[src/chcb_pkg.sv]
// Package for the canonical Huffman code builder: field widths, item mode codes,
// and the command struct that drives the length histogram store.
// No dependencies.
package chcb_pkg;

   // Field widths of the input and result transactions
   localparam int ModeWidth   = 2;
   localparam int SymbolWidth = 9;
   localparam int LenWidth    = 4;
   localparam int CodeWidth   = 15;

   // Longest code length; lengths above it get no code
   localparam int MaxBits = 15;
   localparam int LenTop  = (MaxBits < 15) ? MaxBits : 15;

   // Per-length tables
   localparam int TableDepth = 1 << LenWidth;
   localparam int HistWidth  = 10;
   localparam int NextWidth  = 16;

   // Item modes
   localparam logic [ModeWidth-1:0] ModeClear  = 2'd0;
   localparam logic [ModeWidth-1:0] ModeCount  = 2'd1;
   localparam logic [ModeWidth-1:0] ModeAssign = 2'd2;

   // Command to the histogram store
   typedef struct packed {
      logic                 clear;
      logic [LenWidth-1:0]  rd_addr;
      logic                 wr_en;
      logic [LenWidth-1:0]  wr_addr;
      logic [HistWidth-1:0] wr_data;
   } hist_cmd_type;

endpackage

[src/chcb_if.sv]
// Valid/ready channel interfaces for the code builder's input and result transactions.
// Depends on chcb_pkg for the field widths.
interface chcb_req_if;
   import chcb_pkg::*;

   logic                   valid;
   logic                   ready;
   logic [ModeWidth-1:0]   mode;
   logic [SymbolWidth-1:0] symbol;
   logic [LenWidth-1:0]    code_length;

   modport source (output valid, output mode, output symbol, output code_length,
                   input ready);
   modport sink   (input valid, input mode, input symbol, input code_length,
                   output ready);
endinterface

interface chcb_rsp_if;
   import chcb_pkg::*;

   logic                   valid;
   logic                   ready;
   logic [SymbolWidth-1:0] symbol_out;
   logic [CodeWidth-1:0]   code;
   logic [LenWidth-1:0]    code_bits;
   logic                   has_code;

   modport source (output valid, output symbol_out, output code, output code_bits,
                   output has_code, input ready);
   modport sink   (input valid, input symbol_out, input code, input code_bits,
                   input has_code, output ready);
endinterface

[src/chcb_hist_store.sv]
// Length histogram store: synchronous memory with registered read, per-entry
// valid bits so a clear takes effect at once. Depends on chcb_pkg.
module chcb_hist_store (
   input  logic                                clock,
   input  logic                                reset,
   input  chcb_pkg::hist_cmd_type              cmd,
   output logic [chcb_pkg::HistWidth-1:0]      rd_data
);
   import chcb_pkg::*;

   logic [HistWidth-1:0]  mem [TableDepth];
   logic [TableDepth-1:0] valid_ff;
   logic [HistWidth-1:0]  rd_mem_ff;
   logic                  rd_valid_ff;

   // Track written entries; reset and clear drop them all
   always_ff @(posedge clock) begin
      if (reset || cmd.clear) begin
         valid_ff <= '0;
      end else if (cmd.wr_en) begin
         valid_ff[cmd.wr_addr] <= 1'b1;
      end
   end

   // Write port and registered read port
   always_ff @(posedge clock) begin
      if (cmd.wr_en) begin
         mem[cmd.wr_addr] <= cmd.wr_data;
      end
      rd_mem_ff   <= mem[cmd.rd_addr];
      rd_valid_ff <= valid_ff[cmd.rd_addr];
   end

   // An entry never written since the last clear reads as zero
   assign rd_data = rd_valid_ff ? rd_mem_ff : '0;

endmodule

[src/canonical_huffman_code_builder.sv]
// Canonical Huffman code builder, DEFLATE style: length histogram, first-code walk,
// and per-symbol code assignment. Depends on chcb_pkg, chcb_if and chcb_hist_store.
//
//   channel | dir | handshake    | payload
//   req     | in  | valid/ready  | mode, symbol, code_length
//   rsp     | out | valid/ready  | symbol_out, code, code_bits, has_code (assign only)
//
// Clear, unused-mode and zero-length count items are handled in the idle state; other
// count items and assign items pass through the execute state (memory read, then modify
// and write back). The first assign item after reset, a clear or a counted length first
// walks lengths 1..15, one histogram read per cycle, then a fetch state. reset is
// synchronous; histogram valid bits clear at once, no sweep.
// A result waiting in the output register does not block input; an assign item
// holds in its execute state only while the output register is still full.
module canonical_huffman_code_builder (
   input logic          clock,
   input logic          reset,
   chcb_req_if.sink     req,
   chcb_rsp_if.source   rsp
);
   import chcb_pkg::*;

   localparam logic [1:0] StIdle  = 2'd0;
   localparam logic [1:0] StExec  = 2'd1;
   localparam logic [1:0] StBuild = 2'd2;
   localparam logic [1:0] StFetch = 2'd3;

   logic [1:0]             state_ff, state_in;
   logic [ModeWidth-1:0]   mode_ff, mode_in;
   logic [SymbolWidth-1:0] symbol_ff, symbol_in;
   logic [LenWidth-1:0]    len_ff, len_in;
   logic [LenWidth-1:0]    walk_ff, walk_in;
   logic [NextWidth-1:0]   code_ff, code_in;
   logic                   ready_ff, ready_in;

   logic                   rsp_valid_ff, rsp_valid_in;
   logic [SymbolWidth-1:0] rsp_symbol_ff, rsp_symbol_in;
   logic [CodeWidth-1:0]   rsp_code_ff, rsp_code_in;
   logic [LenWidth-1:0]    rsp_bits_ff, rsp_bits_in;
   logic                   rsp_has_ff, rsp_has_in;

   hist_cmd_type           hist_cmd;
   logic [HistWidth-1:0]   hist_rd_data;

   logic [NextWidth-1:0]   next_mem [TableDepth];
   logic [NextWidth-1:0]   next_rd_ff;
   logic [LenWidth-1:0]    next_rd_addr;
   logic                   next_wr_en;
   logic [LenWidth-1:0]    next_wr_addr;
   logic [NextWidth-1:0]   next_wr_data;

   logic                   accept;
   logic                   req_len_ok;
   logic                   len_ok;
   logic                   rsp_free;
   logic [HistWidth-1:0]   prev_count;
   logic [NextWidth-1:0]   walk_code;
   logic [NextWidth-1:0]   len_mask;

   chcb_hist_store u_hist (
      .clock   (clock),
      .reset   (reset),
      .cmd     (hist_cmd),
      .rd_data (hist_rd_data)
   );

   // Next-code memory: one write port, registered read
   always_ff @(posedge clock) begin
      if (next_wr_en) begin
         next_mem[next_wr_addr] <= next_wr_data;
      end
      next_rd_ff <= next_mem[next_rd_addr];
   end

   assign req.ready  = (state_ff == StIdle);
   assign accept     = req.valid && req.ready;
   assign req_len_ok = (req.code_length != '0) && (req.code_length <= LenWidth'(LenTop));
   assign len_ok     = (len_ff != '0) && (len_ff <= LenWidth'(LenTop));
   assign rsp_free   = !rsp_valid_ff || rsp.ready;

   // First-code step: code = (code + count[bits-1]) << 1, count[0] taken as zero
   assign prev_count = (walk_ff == LenWidth'(1)) ? '0 : hist_rd_data;
   assign walk_code  = NextWidth'((code_ff + NextWidth'(prev_count)) << 1);
   assign len_mask   = ~({NextWidth{1'b1}} << len_ff);

   // Sequencer: accept, walk, read-modify-write
   always_comb begin
      state_in      = state_ff;
      mode_in       = mode_ff;
      symbol_in     = symbol_ff;
      len_in        = len_ff;
      walk_in       = walk_ff;
      code_in       = code_ff;
      ready_in      = ready_ff;
      rsp_valid_in  = rsp_valid_ff && !rsp.ready;
      rsp_symbol_in = rsp_symbol_ff;
      rsp_code_in   = rsp_code_ff;
      rsp_bits_in   = rsp_bits_ff;
      rsp_has_in    = rsp_has_ff;

      hist_cmd         = '0;
      hist_cmd.rd_addr = len_ff;
      hist_cmd.wr_addr = len_ff;
      hist_cmd.wr_data = (hist_rd_data == '1) ? hist_rd_data : hist_rd_data + 1'b1;
      next_rd_addr     = len_ff;
      next_wr_en       = 1'b0;
      next_wr_addr     = len_ff;
      next_wr_data     = next_rd_ff + 1'b1;

      case (state_ff)
         StIdle: begin
            hist_cmd.rd_addr = req.code_length;
            next_rd_addr     = req.code_length;
            if (accept) begin
               mode_in   = req.mode;
               symbol_in = req.symbol;
               len_in    = req.code_length;
               case (req.mode)
                  ModeClear: begin
                     hist_cmd.clear = 1'b1;
                     ready_in       = 1'b0;
                  end
                  ModeCount: begin
                     if (req_len_ok) begin
                        ready_in = 1'b0;
                        state_in = StExec;
                     end
                  end
                  ModeAssign: begin
                     if (ready_ff) begin
                        state_in = StExec;
                     end else begin
                        walk_in  = LenWidth'(1);
                        code_in  = '0;
                        state_in = StBuild;
                     end
                  end
                  default: begin
                     // unused mode: drop the transaction
                  end
               endcase
            end
         end
         StBuild: begin
            hist_cmd.rd_addr = walk_ff;
            next_wr_en       = 1'b1;
            next_wr_addr     = walk_ff;
            next_wr_data     = walk_code;
            code_in          = walk_code;
            walk_in          = walk_ff + 1'b1;
            if (walk_ff == LenWidth'(LenTop)) begin
               ready_in = 1'b1;
               state_in = StFetch;
            end
         end
         StFetch: begin
            state_in = StExec;
         end
         StExec: begin
            if (mode_ff == ModeCount) begin
               hist_cmd.wr_en = 1'b1;
               state_in       = StIdle;
            end else if (rsp_free) begin
               rsp_valid_in  = 1'b1;
               rsp_symbol_in = symbol_ff;
               rsp_code_in   = len_ok ? CodeWidth'(next_rd_ff & len_mask) : '0;
               rsp_bits_in   = len_ok ? len_ff : '0;
               rsp_has_in    = len_ok;
               next_wr_en    = len_ok;
               state_in      = StIdle;
            end
         end
         default: begin
            state_in = StIdle;
         end
      endcase
   end

   // Control registers
   always_ff @(posedge clock) begin
      if (reset) begin
         state_ff     <= StIdle;
         ready_ff     <= 1'b0;
         rsp_valid_ff <= 1'b0;
      end else begin
         state_ff     <= state_in;
         ready_ff     <= ready_in;
         rsp_valid_ff <= rsp_valid_in;
      end
   end

   // Payload registers
   always_ff @(posedge clock) begin
      mode_ff       <= mode_in;
      symbol_ff     <= symbol_in;
      len_ff        <= len_in;
      walk_ff       <= walk_in;
      code_ff       <= code_in;
      rsp_symbol_ff <= rsp_symbol_in;
      rsp_code_ff   <= rsp_code_in;
      rsp_bits_ff   <= rsp_bits_in;
      rsp_has_ff    <= rsp_has_in;
   end

   assign rsp.valid      = rsp_valid_ff;
   assign rsp.symbol_out = rsp_symbol_ff;
   assign rsp.code       = rsp_code_ff;
   assign rsp.code_bits  = rsp_bits_ff;
   assign rsp.has_code   = rsp_has_ff;

`ifndef ASSERT_OFF
   // The first-code walk only runs while the codes are stale
   a_build_stale: assert property (@(posedge clock) disable iff (reset)
      (state_ff == StBuild) |-> !ready_ff)
      else $error("first-code walk running with codes marked ready");

   // An assign transaction executes only on fresh first codes
   a_exec_ready: assert property (@(posedge clock) disable iff (reset)
      (state_ff == StExec && mode_ff == ModeAssign) |-> ready_ff)
      else $error("assign executed before first codes were built");

   // A result is loaded only into a free output register
   a_rsp_no_overwrite: assert property (@(posedge clock) disable iff (reset)
      (rsp_valid_ff && !rsp.ready && state_ff == StExec && mode_ff == ModeAssign)
      |=> (state_ff == StExec))
      else $error("result loaded over a pending result");

   // Walk finishes at the longest length and then fetches the next code
   a_walk_end: assert property (@(posedge clock) disable iff (reset)
      (state_ff == StBuild && walk_ff == LenWidth'(LenTop)) |=> (state_ff == StFetch))
      else $error("first-code walk did not end at the longest length");
`endif

endmodule

[src/flat_wrapper.sv]
// flat-port wrapper written by rule: the top's interface ports become plain ports
module canonical_huffman_code_builder_flat import chcb_pkg::*;
  (clock, reset, req_valid, req_mode, req_symbol, req_code_length, req_ready, rsp_valid, rsp_symbol_out, rsp_code, rsp_code_bits, rsp_has_code, rsp_ready);
  chcb_req_if req_i ();
  chcb_rsp_if rsp_i ();
  input logic clock;
  input logic reset;
  input wire logic [$bits(req_i.valid)-1:0] req_valid;
  input wire logic [$bits(req_i.mode)-1:0] req_mode;
  input wire logic [$bits(req_i.symbol)-1:0] req_symbol;
  input wire logic [$bits(req_i.code_length)-1:0] req_code_length;
  output wire logic [$bits(req_i.ready)-1:0] req_ready;
  output wire logic [$bits(rsp_i.valid)-1:0] rsp_valid;
  output wire logic [$bits(rsp_i.symbol_out)-1:0] rsp_symbol_out;
  output wire logic [$bits(rsp_i.code)-1:0] rsp_code;
  output wire logic [$bits(rsp_i.code_bits)-1:0] rsp_code_bits;
  output wire logic [$bits(rsp_i.has_code)-1:0] rsp_has_code;
  input wire logic [$bits(rsp_i.ready)-1:0] rsp_ready;
  assign req_i.valid = req_valid;
  assign req_i.mode = req_mode;
  assign req_i.symbol = req_symbol;
  assign req_i.code_length = req_code_length;
  assign req_ready = req_i.ready;
  assign rsp_valid = rsp_i.valid;
  assign rsp_symbol_out = rsp_i.symbol_out;
  assign rsp_code = rsp_i.code;
  assign rsp_code_bits = rsp_i.code_bits;
  assign rsp_has_code = rsp_i.has_code;
  assign rsp_i.ready = rsp_ready;
  canonical_huffman_code_builder u_core (.clock(clock), .reset(reset), .req(req_i), .rsp(rsp_i));
endmodule
[config.mk]
export PLATFORM = sky130hd
export DESIGN_NAME = canonical_huffman_code_builder_flat
export DESIGN_NICKNAME = d
export VERILOG_FILES = /design/src/chcb_pkg.sv /design/src/chcb_if.sv /design/src/chcb_hist_store.sv /design/src/canonical_huffman_code_builder.sv /design/src/flat_wrapper.sv
export SDC_FILE = /design/constraint.sdc
export NUM_CORES = 1
export LEC_CHECK = 0
export ABC_CLOCK_PERIOD_IN_PS = 3700
export CELL_PAD_IN_SITES_DETAIL_PLACEMENT = 1
export CELL_PAD_IN_SITES_GLOBAL_PLACEMENT = 1
export CORE_ASPECT_RATIO = 0.7
export CORE_MARGIN = 2
export CORE_UTILIZATION = 51
export CTS_CLUSTER_SIZE = 14
export DETAILED_ROUTE_END_ITERATION = 8
export DONT_BUFFER_PORTS = 1
export GPL_TIMING_DRIVEN = 0
export HOLD_SLACK_MARGIN = 0.06
export PLACE_DENSITY_LB_ADDON = 0.12
export SKIP_CTS_REPAIR_TIMING = 1
export SLEW_MARGIN = 15
export SYNTH_ARGS = -nofsm -noshare
export SYNTH_HDL_FRONTEND = slang
export SYNTH_SLANG_ARGS = --single-unit
[constraint.sdc]
create_clock -name clock -period 3.7 [get_ports clock]
set_input_delay 0.185 -clock clock [delete_from_list [all_inputs] [get_ports clock]]
set_output_delay 0.185 -clock clock [all_outputs]
set_load 0.01 [all_outputs]
; After elaboration in Yosys (flattened, before gate mapping)
; Memory sizes are Yosys's and may differ from the RTL's. A register that Yosys moved wholly into a read port is not among the register bits.
; Cells that the tools add are included.
[word_totals]
mem_count = 2
wordCells = 113
ramBits = 416
regBits = 84
in_bits = 19
[op_classes]
n_shift = 1
n_bitwise = 4
n_reduce_logical = 19
eq_ne = 17
mux = 47
n_addsub = 4
n_lt_le_gt_ge = 5
[memory_table]
columns = memory, depth, word_bits, read_ports, rd_clocked_by_memory_dff, wr, line
row1 = u_core.next_mem, 16, 16, 1, 1, 1, canonical_huffman_code_builder.sv:45  ; logic [NextWidth-1:0] next_mem [TableDepth];
row2 = u_core.u_hist.mem, 16, 10, 1, 1, 1, chcb_hist_store.sv:11  ; logic [HistWidth-1:0] mem [TableDepth];
[op_table]
columns = operator, count
row1 = $mux 15, 3
row2 = $mux 10, 3
row3 = $pmux 15 s2, 1
row4 = $mux 4, 5
row5 = $mux 1, 19
row6 = $add 16x1->16 const B, 1
row7 = $mux 16, 1
row8 = $or 16x16->16, 1
row9 = $pmux 4 s2, 2
row10 = $shl 16x4->15 const A, 1
row11 = $add 15x10->15, 1
row12 = $and 15x15->15, 1
row13 = $not 15->15, 1
row14 = $mux 2, 6
row15 = $add 10x1->10 const B, 1
row16 = $eq 10x10->1 const B, 1
row17 = $lt 4x5->1 const B, 2
row18 = $reduce_and 5->1, 2
row19 = $ne 3x3->1 const B, 3
row20 = $le 4x4->1 const B, 2
row21 = $pmux 2 s4, 1
row22 = $reduce_bool 4->1, 2
row23 = $eq 2x1->1 const B, 3
row24 = $eq 2x2->1 const B, 3
row25 = 20 further kinds, 31

; Logic depth before layout (Yosys ltp)
; Gate-level depths: netlist (run 1).
[depth]
word_depth = 7
mapped_depth = 14

; Cells and area by module
; A second synthesis (run 1) with hierarchy kept.
[unflattened]
hier_cells = 1312
hier_area_um2 = 20726.1
[by_module_without_submodules]
columns = mod, cells_per_inst, instances, area_each_um2
row1 = canonical_huffman_code_builder, 979, 1, 13658.1
row2 = chcb_hist_store, 333, 1, 7068.0

; Least setup slack after synthesis (run 1)
; OpenSTA, ideal clock, no wires.
[synth_path]
path_kind = reg2reg
start = register u_core.walk_ff[1]
end = memory u_core.next_mem[0][13] (data pin)
arrival_ps = 3010
n_path_buf = 0
slack_ps = 399
path_stages_with_launch = 13
cell_sequence = edfxtp_1 inv_1 ha_1 nor3b_1 nor2_1 and2_1 ha_1 a21o_1 a21o_1 a21o_1 a32oi_1 xor2_1 a21oi_1
[synth_between]
elab_chain_len = 4
[synth_rtl]
columns = item, line
row1 = from (decl), canonical_huffman_code_builder.sv:32  ; logic [LenWidth-1:0] walk_ff, walk_in;
row2 = from (signal assigned), canonical_huffman_code_builder.sv:197  ; walk_ff <= walk_in;
row3 = $eq 4x1->1, canonical_huffman_code_builder.sv:82  ; assign prev_count = (walk_ff == LenWidth'(1)) ? '0 : hist_rd_data;
row4 = $mux 10, canonical_huffman_code_builder.sv:82
row5 = $add 15x10->15, canonical_huffman_code_builder.sv:83  ; assign walk_code = NextWidth'((code_ff + NextWidth'(prev_count)) << 1);
row6 = $mux 16, canonical_huffman_code_builder.sv:110  ; case (state_ff)
row7 = net u_core.next_wr_data[13], canonical_huffman_code_builder.sv:50  ; logic [NextWidth-1:0] next_wr_data;
row8 = to (decl), canonical_huffman_code_builder.sv:45
; The timed path passes the listed nets, and every way through them passes these cells.

; Worst setup path in the final report (run 1)
[layout_path]
start = register u_core.walk_ff[1]
end = memory u_core.next_mem[14][14] (data pin)
; Same word-level chain as after synthesis.

==> impl_metrics.yaml, run 1 <==
cells_and_area:
  layout-drive-gt1-share: 0.193
  final_common_cell: "edfxtp_1"
  multi_input_area_mm2: 0.00558
  final_cell_mix: "edfxtp_1, nand2_1, mux4_2, and2_1, clkbuf_16"
  fin_nets: 1386
  antenna_cells: 0
  fill_cells: 3563
  fin_util: 0.592
  final_cell_area_mm2: 0.0236
  regArea_mm2: 0.0148
  synthToLayoutAreaGrowth_pct: 14.2
pwr:
  pwr-share-comb: 0.338
  switching_share: 0.347
  p_leak_nw: 7.90
  p_switching_mw: 6.72
  p_per_area_mw_per_mm2: 823
  pwr-share-clk: 0.257
  ir_worst_vdd_mv: 0.528
  internal-power_mw: 12.7
  p_seq_frac: 0.405
timing:
  tns_ps: 0
  worstMarginPinSlew_ps: 1150
  whs_ps: 99.8
  final.min_clock_period_ps: 3540
  slew_viol_final: 0
  fin_worst_skew_ps: 24.9
  final.setup.worst_slack_ps: 161
  finalSetupViolations: 0
  finalCritPeriodShare: 0.957
  fmax_mhz: 283
  slew_headroom: 0.227
  hold_viol: 0
drt:
  vias: 11700
  via_per_inst: 6.09
  drc: 0
  drt_iter0_markers: 1212
  drtAntennaViolNets: 0
  wl_per_cell_um: 27.6
  dr.pass1.iters: 5
  wl_um: 53100
yosys:
  async_reset_ff_frac: 0
  synth_ff_type: "edfxtp_1"
  synth_fp_nets: 1294
  synth_warnings: 0
  synth_top_family_by_area: "multiplexers"
  yosysSeqAreaShare: 0.716
  synth_compound_area_frac: 0.0614
  syn_area_mm2: 0.0206
  synth_fa_ha_area_frac: 0.0131
  ys_seq_elements: 507
  synth.distinct_cells: 58
  synth_mux_area_frac: 0.106
  synth-simple-area-share: 0.0688
  syn-instance-count: 1254
  synth_enable_flop_cells: 461
  synth-xor-area-share: 0.0132
  syn_area_per_cell_um2: 16.4
floorplan:
  initial_utilization: 0.518
  die-area_mm2: 0.0421
  core_area_mm2: 0.0398
  dieWidth_um: 244
  dieHeight_um: 172
  row_count: 61
  ios: 50
global_route:
  grt_pass1_wl_um: 77400
  grt_max_degree: 32
  track_usage: 0.255
  antenna_found_initial: 2
  grt_overflow: 0
  first_global_vias: 11700
setup_path:
  cp-end-kind: "register"
  reg2reg_from: "u_core.walk_ff[1]$_SDFFCE_PN0P_"
  critPathTopFamily: "adder cells"
  crit_path_start_kind: "register"
  r2r_slack_ps: 160
  worst-r2r-cell-count: 16
  crit_start: "u_core.walk_ff[1]$_SDFFCE_PN0P_"
  crit_chain: "inv_1 > ha_1 > nor3b_4 > buf_12 > nor2_4 > and2_1 > ha_1 > inv_1 > fa_1 > nor2b_1 > o21ai_1 > a21oi_2 > o2111ai_1 > xor2_1 > a21oi_4 > buf_12"
  crit_type: "register to register"
  arrival_ps: 3860
  worstPathMaxFanout: 16
  critPathSlowestCell: "edfxtp_1"
  max_stage_delay_ps: 450
  path_buf_inv: 4
  timing.rr.end: "u_core.next_mem[14][14]$_DFFE_PP_"
  worstPathRequired_ps: 4020
status:
  status: "finished clean"
cts:
  h-tree-depth: 2
  insertion_delay_ps: 590
  clock_path_buffers: 3
  cts.sinks: 507
  clk_pin_slew_worst_paths_ps: 60
  cts_tree: "done"
  numCtsBuffers: 48
  clock_tree.root_cell: "clkbuf_16"
place:
  gp_congestion: 0.841
  placed_area_mm2: 0.0216
  io_buffers: 0
  place_ws_ps: -790
  hpwlAfterDp_um: 36400
min_path:
  hold_path_end: "u_core.state_ff[1]$_SDFFE_PP0P_"
  min_path_type: "input port to register"
  worstHoldStart: "req_code_length[0]"
  hold-path-cell-count: 3
flow_run:
  cap_violations: 0
[Yosys cell counts (5+ instances only)]
master | n | area share
a211oi_1 | 32 | 0.012
a211oi_2 | 6 | 0.0036
a21o_1 | 12 | 0.0044
a21oi_1 | 17 | 0.0041
a221o_1 | 11 | 0.0053
a31oi_1 | 45 | 0.014
and2_1 | 58 | 0.018
and3_1 | 8 | 0.0024
buf_2 | 13 | 0.0032
buf_4 | 8 | 0.0029
buf_6 | 10 | 0.0055
clkbuf_1 | 35 | 0.0064
dfxtp_1 | 46 | 0.045
edfxtp_1 | 461 | 0.67
ha_1 | 20 | 0.012
inv_1 | 15 | 0.0027
mux2_2 | 29 | 0.016
mux2i_1 | 49 | 0.024
mux4_2 | 60 | 0.066
nand2_1 | 104 | 0.019
nand2b_1 | 5 | 0.0015
nand3_1 | 18 | 0.0044
nand3b_1 | 5 | 0.0018
nand4_1 | 5 | 0.0015
nor2_1 | 68 | 0.012
nor2b_1 | 8 | 0.0024
nor3_1 | 6 | 0.0015
o21a_1 | 16 | 0.0058
o21ai_0 | 8 | 0.0019
o22ai_1 | 11 | 0.0033
xnor2_1 | 17 | 0.0072
xor2_1 | 14 | 0.0059
[cells by family (layout without fill, tap and decap cells)]
family                     after synthesis  count (layout)
DFF                                    507             507
and+or+nand+nor                        297             297
AOI/OAI and AO/OA                      176             176
muxes                                  139             139
buffers and inverters                   83             215
xor gates and xnor gates                31              31
adders and majority gates               21              21
[worst register-to-register path, cell delays in order (launching register included)]
cell,delay [ps]
edfxtp_1,450
inv_1,90
ha_1,190
nor3b_4,150
buf_12,150
nor2_4,150
and2_1,170
ha_1,170
inv_1,60
fa_1,390
nor2b_1,180
o21ai_1,140
a21oi_2,160
o2111ai_1,170
xor2_1,350
a21oi_4,110
buf_12,190
[how the worst max path moves through the flow]
stage | to | slack [ps] | cells after the start
2_1_floorplan | u_core.next_mem[0][13]$_DFFE_PP_ | 400 | 12
3_3_place_gp | u_core.next_mem[13][14]$_DFFE_PP_ | -1130 | 14
3_5_place_dp | u_core.next_mem[14][14]$_DFFE_PP_ | -790 | 14
4_1_cts | u_core.next_mem[14][14]$_DFFE_PP_ | -840 | 14
5_1_grt | u_core.next_mem[14][14]$_DFFE_PP_ | -9 | 16
6_report | u_core.next_mem[14][14]$_DFFE_PP_ | 160 | 16
[sequential cells by signal, indices dropped and copies added, names as in the netlist, 4 cells and up]
name	count
u_core.next_mem	240
u_core.u_hist.mem	160
u_core.u_hist.valid_ff	16
u_core.next_rd_ff	15
u_core.rsp.code	15
u_core.code_ff	13
u_core.u_hist.rd_mem_ff	10
u_core.rsp.symbol_out	9
u_core.symbol_ff	9
u_core.len_ff	4
u_core.rsp.code_bits	4
u_core.walk_ff	4
[final cells by class]
| type | count | share of cell area |
|---|---|---|
| clock inverter | 20 | 0.00882 |
| inverter | 15 | 0.00239 |
| tap | 535 | 0.0284 |
| timing repair buffer | 42 | 0.0213 |
| multi-input combinational | 664 | 0.237 |
| clock buffer | 70 | 0.0593 |
| buffer | 68 | 0.0160 |
| sequential | 507 | 0.627 |
[per-stage QoR]
stage,total power [mW],instances
2_1_floorplan,11.8,1254
3_3_place_gp,14.0,1789
4_1_cts,19.2,1897
3_5_place_dp,14.3,1807
5_1_grt,20.1,1921
6_report,19.4,1921
[metal layers]
layer,vias up,global-route usage,part of all wire
met2,445,0.347,0.41
met1,6117,0.413,0.49
met3,65,0.0596,0.087
met5,-,0,0
met4,0,0.0565,0.016
li1,5066,-,-
[power by group through the flow]
stage | combinational [mW] | clock [mW] | sequential, mW
floorplan | 4.03 | 0 | 7.80
global placement | 6.05 | 0 | 7.95
detailed placement | 6.29 | 0 | 7.96
CTS | 6.32 | 5.07 | 7.84
global route | 6.96 | 5.26 | 7.88
finish | 6.55 | 4.99 | 7.85
No activity file was read; power rests on OpenSTA's default activity.
==> inputs of run 2 (changes only) <==
--- a/config.mk
+++ b/config.mk
@@ -5,12 +5,12 @@
 export SDC_FILE = /design/constraint.sdc
 export NUM_CORES = 1
 export LEC_CHECK = 0
-export ABC_CLOCK_PERIOD_IN_PS = 3700
+export ABC_CLOCK_PERIOD_IN_PS = 3080
 export CELL_PAD_IN_SITES_DETAIL_PLACEMENT = 1
 export CELL_PAD_IN_SITES_GLOBAL_PLACEMENT = 1
 export CORE_ASPECT_RATIO = 0.7
 export CORE_MARGIN = 2
-export CORE_UTILIZATION = 51
+export CORE_UTILIZATION = 49
 export CTS_CLUSTER_SIZE = 14
 export DETAILED_ROUTE_END_ITERATION = 8
 export DONT_BUFFER_PORTS = 1
==> constraint.sdc (replaced) <==
create_clock -name clock -period 3.08 [get_ports clock]
set_input_delay 0.154 -clock clock [delete_from_list [all_inputs] [get_ports clock]]
set_output_delay 0.154 -clock clock [all_outputs]
set_load 0.01 [all_outputs]
==> run 2 against run 1 <==
  * The run now ends with setup timing left
  * Final area is 1.5% higher
  * Largest cell class unchanged
  * Critical endpoint is now u_core.next_mem[15][14]$_DFFE_PP_
  * Sequential cell count stayed put
  * Die area rose by 4.0%
  * Worst hold slack worse by 33 ps
==> impl_metrics.yaml, run 2 (synthesis results as in run 1) <==
setup_path:
  max_stage_delay_ps: 510
  critPathTopFamily: "adder cells"
  crit_path_start_kind: "register"
  reg2reg_from: "u_core.walk_ff[0]$_SDFFCE_PN1P_"
  r2r_slack_ps: -270
  cp-end-kind: "register"
  crit_chain: "ha_2 > nor3b_4 > buf_12 > nor2_4 > and2_4 > ha_4 > inv_2 > fa_2 > nor2b_4 > o21ai_4 > a21oi_2 > o2111ai_2 > xor2_2 > a21oi_4 > clkbuf_16"
  worst-r2r-cell-count: 15
  timing.rr.end: "u_core.next_mem[15][14]$_DFFE_PP_"
  arrival_ps: 3680
  worstPathRequired_ps: 3420
  crit_type: "register to register"
  path_buf_inv: 3
  worstPathMaxFanout: 8
  crit_start: "u_core.walk_ff[0]$_SDFFCE_PN1P_"
  critPathSlowestCell: "edfxtp_1"
cells_and_area:
  regMostFlops: "u_core.next_mem"
  fin_nets: 1395
  layout-drive-gt1-share: 0.219
  largest_registers: "u_core.next_mem (240), u_core.u_hist.mem (160), u_core.u_hist.valid_ff (16)"
  final_cell_mix: "edfxtp_1, nand2_1, mux4_2, and2_1, clkbuf_16"
  multi_input_area_mm2: 0.00577
  largest_reg_flops: 240
  final_common_cell: "edfxtp_1"
  regArea_mm2: 0.0148
  synthToLayoutAreaGrowth_pct: 15.9
  fill_cells: 3700
place:
  gp_congestion: 0.871
  place_ws_ps: -1610
  hpwlAfterDp_um: 37900
  io_buffers: 0
timing:
  tns_ps: -17800
  hold_viol: 0
  worstMarginPinSlew_ps: 1150
  finalSetupViolations: 132
  final.setup.worst_slack_ps: -266
  fin_worst_skew_ps: 22.0
  finalCritPeriodShare: 1.09
  final.min_clock_period_ps: 3350
  rsz0062_at_grt: "yes"
  slew_viol_final: 0
  fmax_mhz: 299
  slew_headroom: 0.231
global_route:
  grt_pass1_wl_um: 79800
  first_global_vias: 11800
  track_usage: 0.251
  grt_max_degree: 32
  antenna_found_initial: 1
  grt_overflow: 0
floorplan:
  initial_utilization: 0.500
  dieHeight_um: 176
  row_count: 62
  core_area_mm2: 0.0413
  die-area_mm2: 0.0438
  ios: 50
  dieWidth_um: 249
cts:
  clock_tree.root_cell: "clkbuf_16"
  insertion_delay_ps: 580
  clock_path_buffers: 3
  clk_pin_slew_worst_paths_ps: 60
  cts.sinks: 507
  numCtsBuffers: 48
  cts_tree: "done"
  h-tree-depth: 2
drt:
  drtAntennaViolNets: 0
  dr.pass1.iters: 5
  vias: 11700
  wl_um: 55100
  wl_per_cell_um: 28.4
  via_per_inst: 6.04
  drt_iter0_markers: 1271
  drc: 0
flow_run:
  cap_violations: 0
pwr:
  ir_worst_vdd_mv: 0.460
  p_per_area_mw_per_mm2: 992
  p_leak_nw: 8.06
min_path:
  hold-path-cell-count: 3
  hold_path_end: "u_core.state_ff[1]$_SDFFE_PP0P_"
  min_path_type: "input port to register"
  worstHoldStart: "req_code_length[0]"
status:
  violations: "setup timing"
  status: "complete, but fails checks"
## run 2: changes by cell type in the layout (fill, tap and decap cells not counted), sizes merged
cell    previous run  this run
buf               57        62
diode              0         1
inv               15        19
clkbuf           105       111
clkinv            15         9
bufinv             4         2
mux2              29        31
## run 2: final cells by class
class | count | share of cell area
antenna | 1 | 0.000105
buffer | 67 | 0.0159
clock buffer | 74 | 0.0625
clock inverter | 16 | 0.00602
inverter | 15 | 0.00236
multi-input combinational | 666 | 0.241
sequential | 507 | 0.618
tap | 544 | 0.0285
timing repair buffer | 50 | 0.0257
## run 2: where the power goes
part           switching [mW]  internal, mW
clock                    2.57          3.52
combinational            5.25          2.92
sequential              0.446          8.99
total                    8.27          15.4
## run 2: worst max-delay path by stage
| stage | slack (ps) | depth (start not counted) | to |
|---|---|---|---|
| 6_report | -270 | 15 | u_core.next_mem[15][14]$_DFFE_PP_ |
| 4_1_cts | -1550 | 14 | u_core.next_mem[0][14]$_DFFE_PP_ |
| 3_5_place_dp | -1610 | 14 | u_core.next_mem[13][14]$_DFFE_PP_ |
| 3_3_place_gp | -1340 | 14 | u_core.next_mem[13][14]$_DFFE_PP_ |
| 2_1_floorplan | 3 | 12 | u_core.next_mem[0][13]$_DFFE_PP_ |
| 5_1_grt | -350 | 15 | u_core.next_mem[9][14]$_DFFE_PP_ |
## run 2: tightest hold or removal path: stages
cell,delay (ps)
nand3b_1,150
o211ai_1,180
a211oi_1,100
## run 2: stage by stage
stage / total power, mW / cell area (um2) / util / cells / hold slack, ps
6_report: 23.7 / 23900 / 0.579 / 1940 / 66.9
3_5_place_dp: 17.2 / 21600 / 0.524 / 1818 / 230
5_1_grt: 24.6 / 23900 / 0.579 / 1939 / 106
4_1_cts: 23.2 / 23300 / 0.564 / 1908 / -373
2_1_floorplan: 14.2 / 20600 / - / 1254 / 223
3_3_place_gp: 16.8 / 21300 / 0.516 / 1798 / 227
## run 2: metal layers
layer / wire (um) / GRT usage / share of wire / vias up
li1: - / - / - / 5092
met1: 27700 / 0.414 / 0.50 / 6155
met2: 22700 / 0.343 / 0.41 / 413
met3: 3970 / 0.0507 / 0.072 / 63
met4: 668 / 0.0432 / 0.012 / 0
met5: 0 / 0.0143 / 0 / -
==> inputs of run 3 (changes only) <==
--- a/config.mk
+++ b/config.mk
@@ -5,12 +5,13 @@
 export SDC_FILE = /design/constraint.sdc
 export NUM_CORES = 1
 export LEC_CHECK = 0
+export ABC_AREA = 1
 export ABC_CLOCK_PERIOD_IN_PS = 3080
 export CELL_PAD_IN_SITES_DETAIL_PLACEMENT = 1
 export CELL_PAD_IN_SITES_GLOBAL_PLACEMENT = 1
 export CORE_ASPECT_RATIO = 0.7
 export CORE_MARGIN = 2
-export CORE_UTILIZATION = 49
+export CORE_UTILIZATION = 32
 export CTS_CLUSTER_SIZE = 14
 export DETAILED_ROUTE_END_ITERATION = 8
 export DONT_BUFFER_PORTS = 1
==> run 3 against run 2 <==
  * The flow now finishes without violations
  * Setup slack improved by 310 ps
  * Global-route usage decreased by 4.3 points
  * Final cell count is 59% higher
  * Final area is 7.9% higher
  * Sequential cell count did not move
  * Clock power grew 1%
  * Clock skew down 10 ps
  * Worst hold slack worse by 18 ps
  * Clock-buffer cell count up 1
  * Highest routed layer unchanged
  * Sequential share of layout area fell by 4.5 points
  * Synthesized area is 6.5% higher
==> impl_metrics.yaml, run 3 <==
cells_and_area:
  final_cell_mix: "edfxtp_1, inv_1, nand3_1, nand2_1, a21oi_1"
  final_cell_area_mm2: 0.0258
  synthToLayoutAreaGrowth_pct: 17.5
  final_cells: 3084
  fill_cells: 7362
  largest_registers: "u_core.next_mem (240), u_core.u_hist.mem (160), u_core.u_hist.valid_ff (16)"
  regMostFlops: "u_core.next_mem"
  final_common_cell: "edfxtp_1"
  largest_reg_flops: 240
  layout-drive-gt1-share: 0.120
  fin_nets: 2177
setup_path:
  max_stage_delay_ps: 620
  crit_chain: "inv_1 > ha_2 > buf_4 > nand2_1 > o21ai_1 > inv_1 > clkbuf_1 > nand3_1 > nand3_1 > nand2_1"
  critPathTopFamily: "buffers and inverters"
  cp-end-kind: "register"
  crit_type: "register to register"
  arrival_ps: 3530
  worstPathMaxFanout: 10
  path_buf_inv: 4
  crit_path_start_kind: "register"
  worstPathRequired_ps: 3580
  critPathSlowestCell: "clkbuf_1"
min_path:
  min_path_type: "input port to register"
timing:
  hold_viol: 0
  slew_headroom: 0.230
  finalSetupViolations: 0
  whs_ps: 49.4
  worstMarginPinSlew_ps: 1150
  fmax_mhz: 329
  slew_viol_final: 0
  finalCritPeriodShare: 0.986
  rsz0062_at_grt: "yes"
  fin_worst_skew_ps: 12.1
  final.min_clock_period_ps: 3040
pwr:
  p_total_mw: 29.8
  pwr-share-comb: 0.466
  pwr-share-clk: 0.208
  p_seq_frac: 0.327
  ir_worst_vdd_mv: 0.440
  switching_share: 0.452
  p_per_area_mw_per_mm2: 1160
  p_switching_mw: 13.5
  p_leak_nw: 9.93
  internal-power_mw: 16.4
cts:
  clk_pin_slew_worst_paths_ps: 60
  insertion_delay_ps: 620
  numCtsBuffers: 53
  clock_tree.root_cell: "clkbuf_16"
  cts.sinks: 507
  h-tree-depth: 2
  clock_path_buffers: 3
  cts_tree: "done"
floorplan:
  dieHeight_um: 223
  dieWidth_um: 317
  ios: 50
  die-area_mm2: 0.0708
  row_count: 80
  initial_utilization: 0.323
  core_area_mm2: 0.0680
drt:
  via_per_inst: 5.08
  wl_per_cell_um: 24.0
  vias: 15700
  drt_iter0_markers: 1396
  dr.pass1.iters: 5
  drtAntennaViolNets: 0
  wl_um: 74100
  drc: 0
yosys:
  synth_ff_type: "edfxtp_1"
  synth_fp_nets: 2062
  syn-instance-count: 2022
  async_reset_ff_frac: 0
  synth_warnings: 0
  synth_common_cells: "edfxtp_1, nand3_1, inv_1"
  synth_top_area_frac: 0.631
  synth_top_area_cell: "edfxtp_1"
  synth_area_leaders: "edfxtp_1, nand3_1, inv_1"
  ys_seq_elements: 507
  synth.distinct_cells: 40
  yosysSeqAreaShare: 0.672
  syn_area_per_cell_um2: 10.9
  syn_area_mm2: 0.0220
  synth_enable_flop_cells: 461
  synth_most_common_cell: "edfxtp_1"
global_route:
  grt_pass1_wl_um: 106000
  antenna_found_initial: 2
  track_usage: 0.208
  grt_max_degree: 31
  grt_overflow: 0
  first_global_vias: 15600
status:
  status: "finished clean"
place:
  placed_area_mm2: 0.0236
  dp.cells: 2953
  hpwlAfterDp_um: 54100
  io_buffers: 0
  gp_congestion: 0.904
flow_run:
  cap_violations: 0
run 3: changes by cell type in the layout (fill, tap and decap cells not counted), moves of 56 or more:
| cell | change |
|---|---|
| nand2_1 | +187 |
| nand3_1 | +284 |
| a21oi_1 | +87 |
| o211ai_1 | +59 |
| and2_1 | -56 |
| mux4_2 | -60 |
| o21ai_0 | +88 |
| inv_1 | +288 |
run 3: path summary, 6_finish.rpt:
| path | startpoint | endpoint | slack (ps) | cells past startpoint |
|---|---|---|---|---|
| hold reg to reg | u_core.symbol_ff[3]$_DFFE_PP_ | u_core.rsp.symbol_out[3]$_DFFE_PP_ | 420 | 0 |
| setup reg to reg | u_core.state_ff[1]$_SDFFE_PP0P_ | u_core.next_rd_ff[6]$_DFF_P_ | 40 | 10 |
| hold / removal | req_code_length[1] | u_core.ready_ff$_SDFFE_PP0P_ | 50 | 5 |
| setup / recovery | u_core.state_ff[1]$_SDFFE_PP0P_ | u_core.next_rd_ff[6]$_DFF_P_ | 40 | 10 |
run 3: power groups by stage:
stage	logic (mW)	registers (mW)	clock network [mW]
finish	13.9	9.75	6.19
global route	15.1	9.82	6.58
CTS	13.2	9.78	6.35
detailed placement	13.1	9.92	0
global placement	12.6	9.97	0
floorplan	7.24	9.76	0
run 3: cell type report:
cell class / count / area (um2) / share of cell area
sequential: 507 / 14800 / 0.572
multi-input combinational: 1108 / 5940 / 0.230
clock buffer: 75 / 1450 / 0.0563
inverter: 308 / 1160 / 0.0448
tap: 902 / 1130 / 0.0437
timing repair buffer: 57 / 677 / 0.0262
buffer: 102 / 513 / 0.0199
clock inverter: 24 / 168 / 0.00650
antenna: 1 / 2.50 / 0.0000970
run 3: cell families (layout without fill, tap and decap cells):
family | Yosys count | count (layout) | synth area share
flip-flops | 507 | 507 | 0.672
buffers and inverters | 410 | 566 | 0.0752
adder cells (fa/ha/maj) | 21 | 21 | 0.0123
AND/OR/NAND/NOR | 795 | 798 | 0.164
XOR/XNOR | 7 | 7 | 0.00279
other | 0 | 1 | 0
AO/OA/AOI/OAI | 282 | 282 | 0.0734
run 3: stage by stage:
stage | worst slack (ps) | setup TNS (ps) | util
finish | 44.4 | 0 | 0.380
global route | -41.3 | -1680 | 0.380
CTS | -827 | -222340 | 0.371
detailed placement | -796 | -216230 | 0.347
global placement | -1540 | -541180 | 0.340
floorplan | 284 | 0 | -
run 3: routing by layer:
metal	vias to the layer above	share of wire	global-route usage
met2	396	0.37	0.264
met1	7989	0.54	0.344
met5	-	0	0
met4	0	0.017	0.0466
met3	79	0.071	0.0492
li1	7190	-	-
run 3: tightest hold or removal path, stage by stage:
cell     delay [ps]
nor2_1           20
nand2_1          70
o21ai_0         140
nor2_1          160
a21oi_1          70
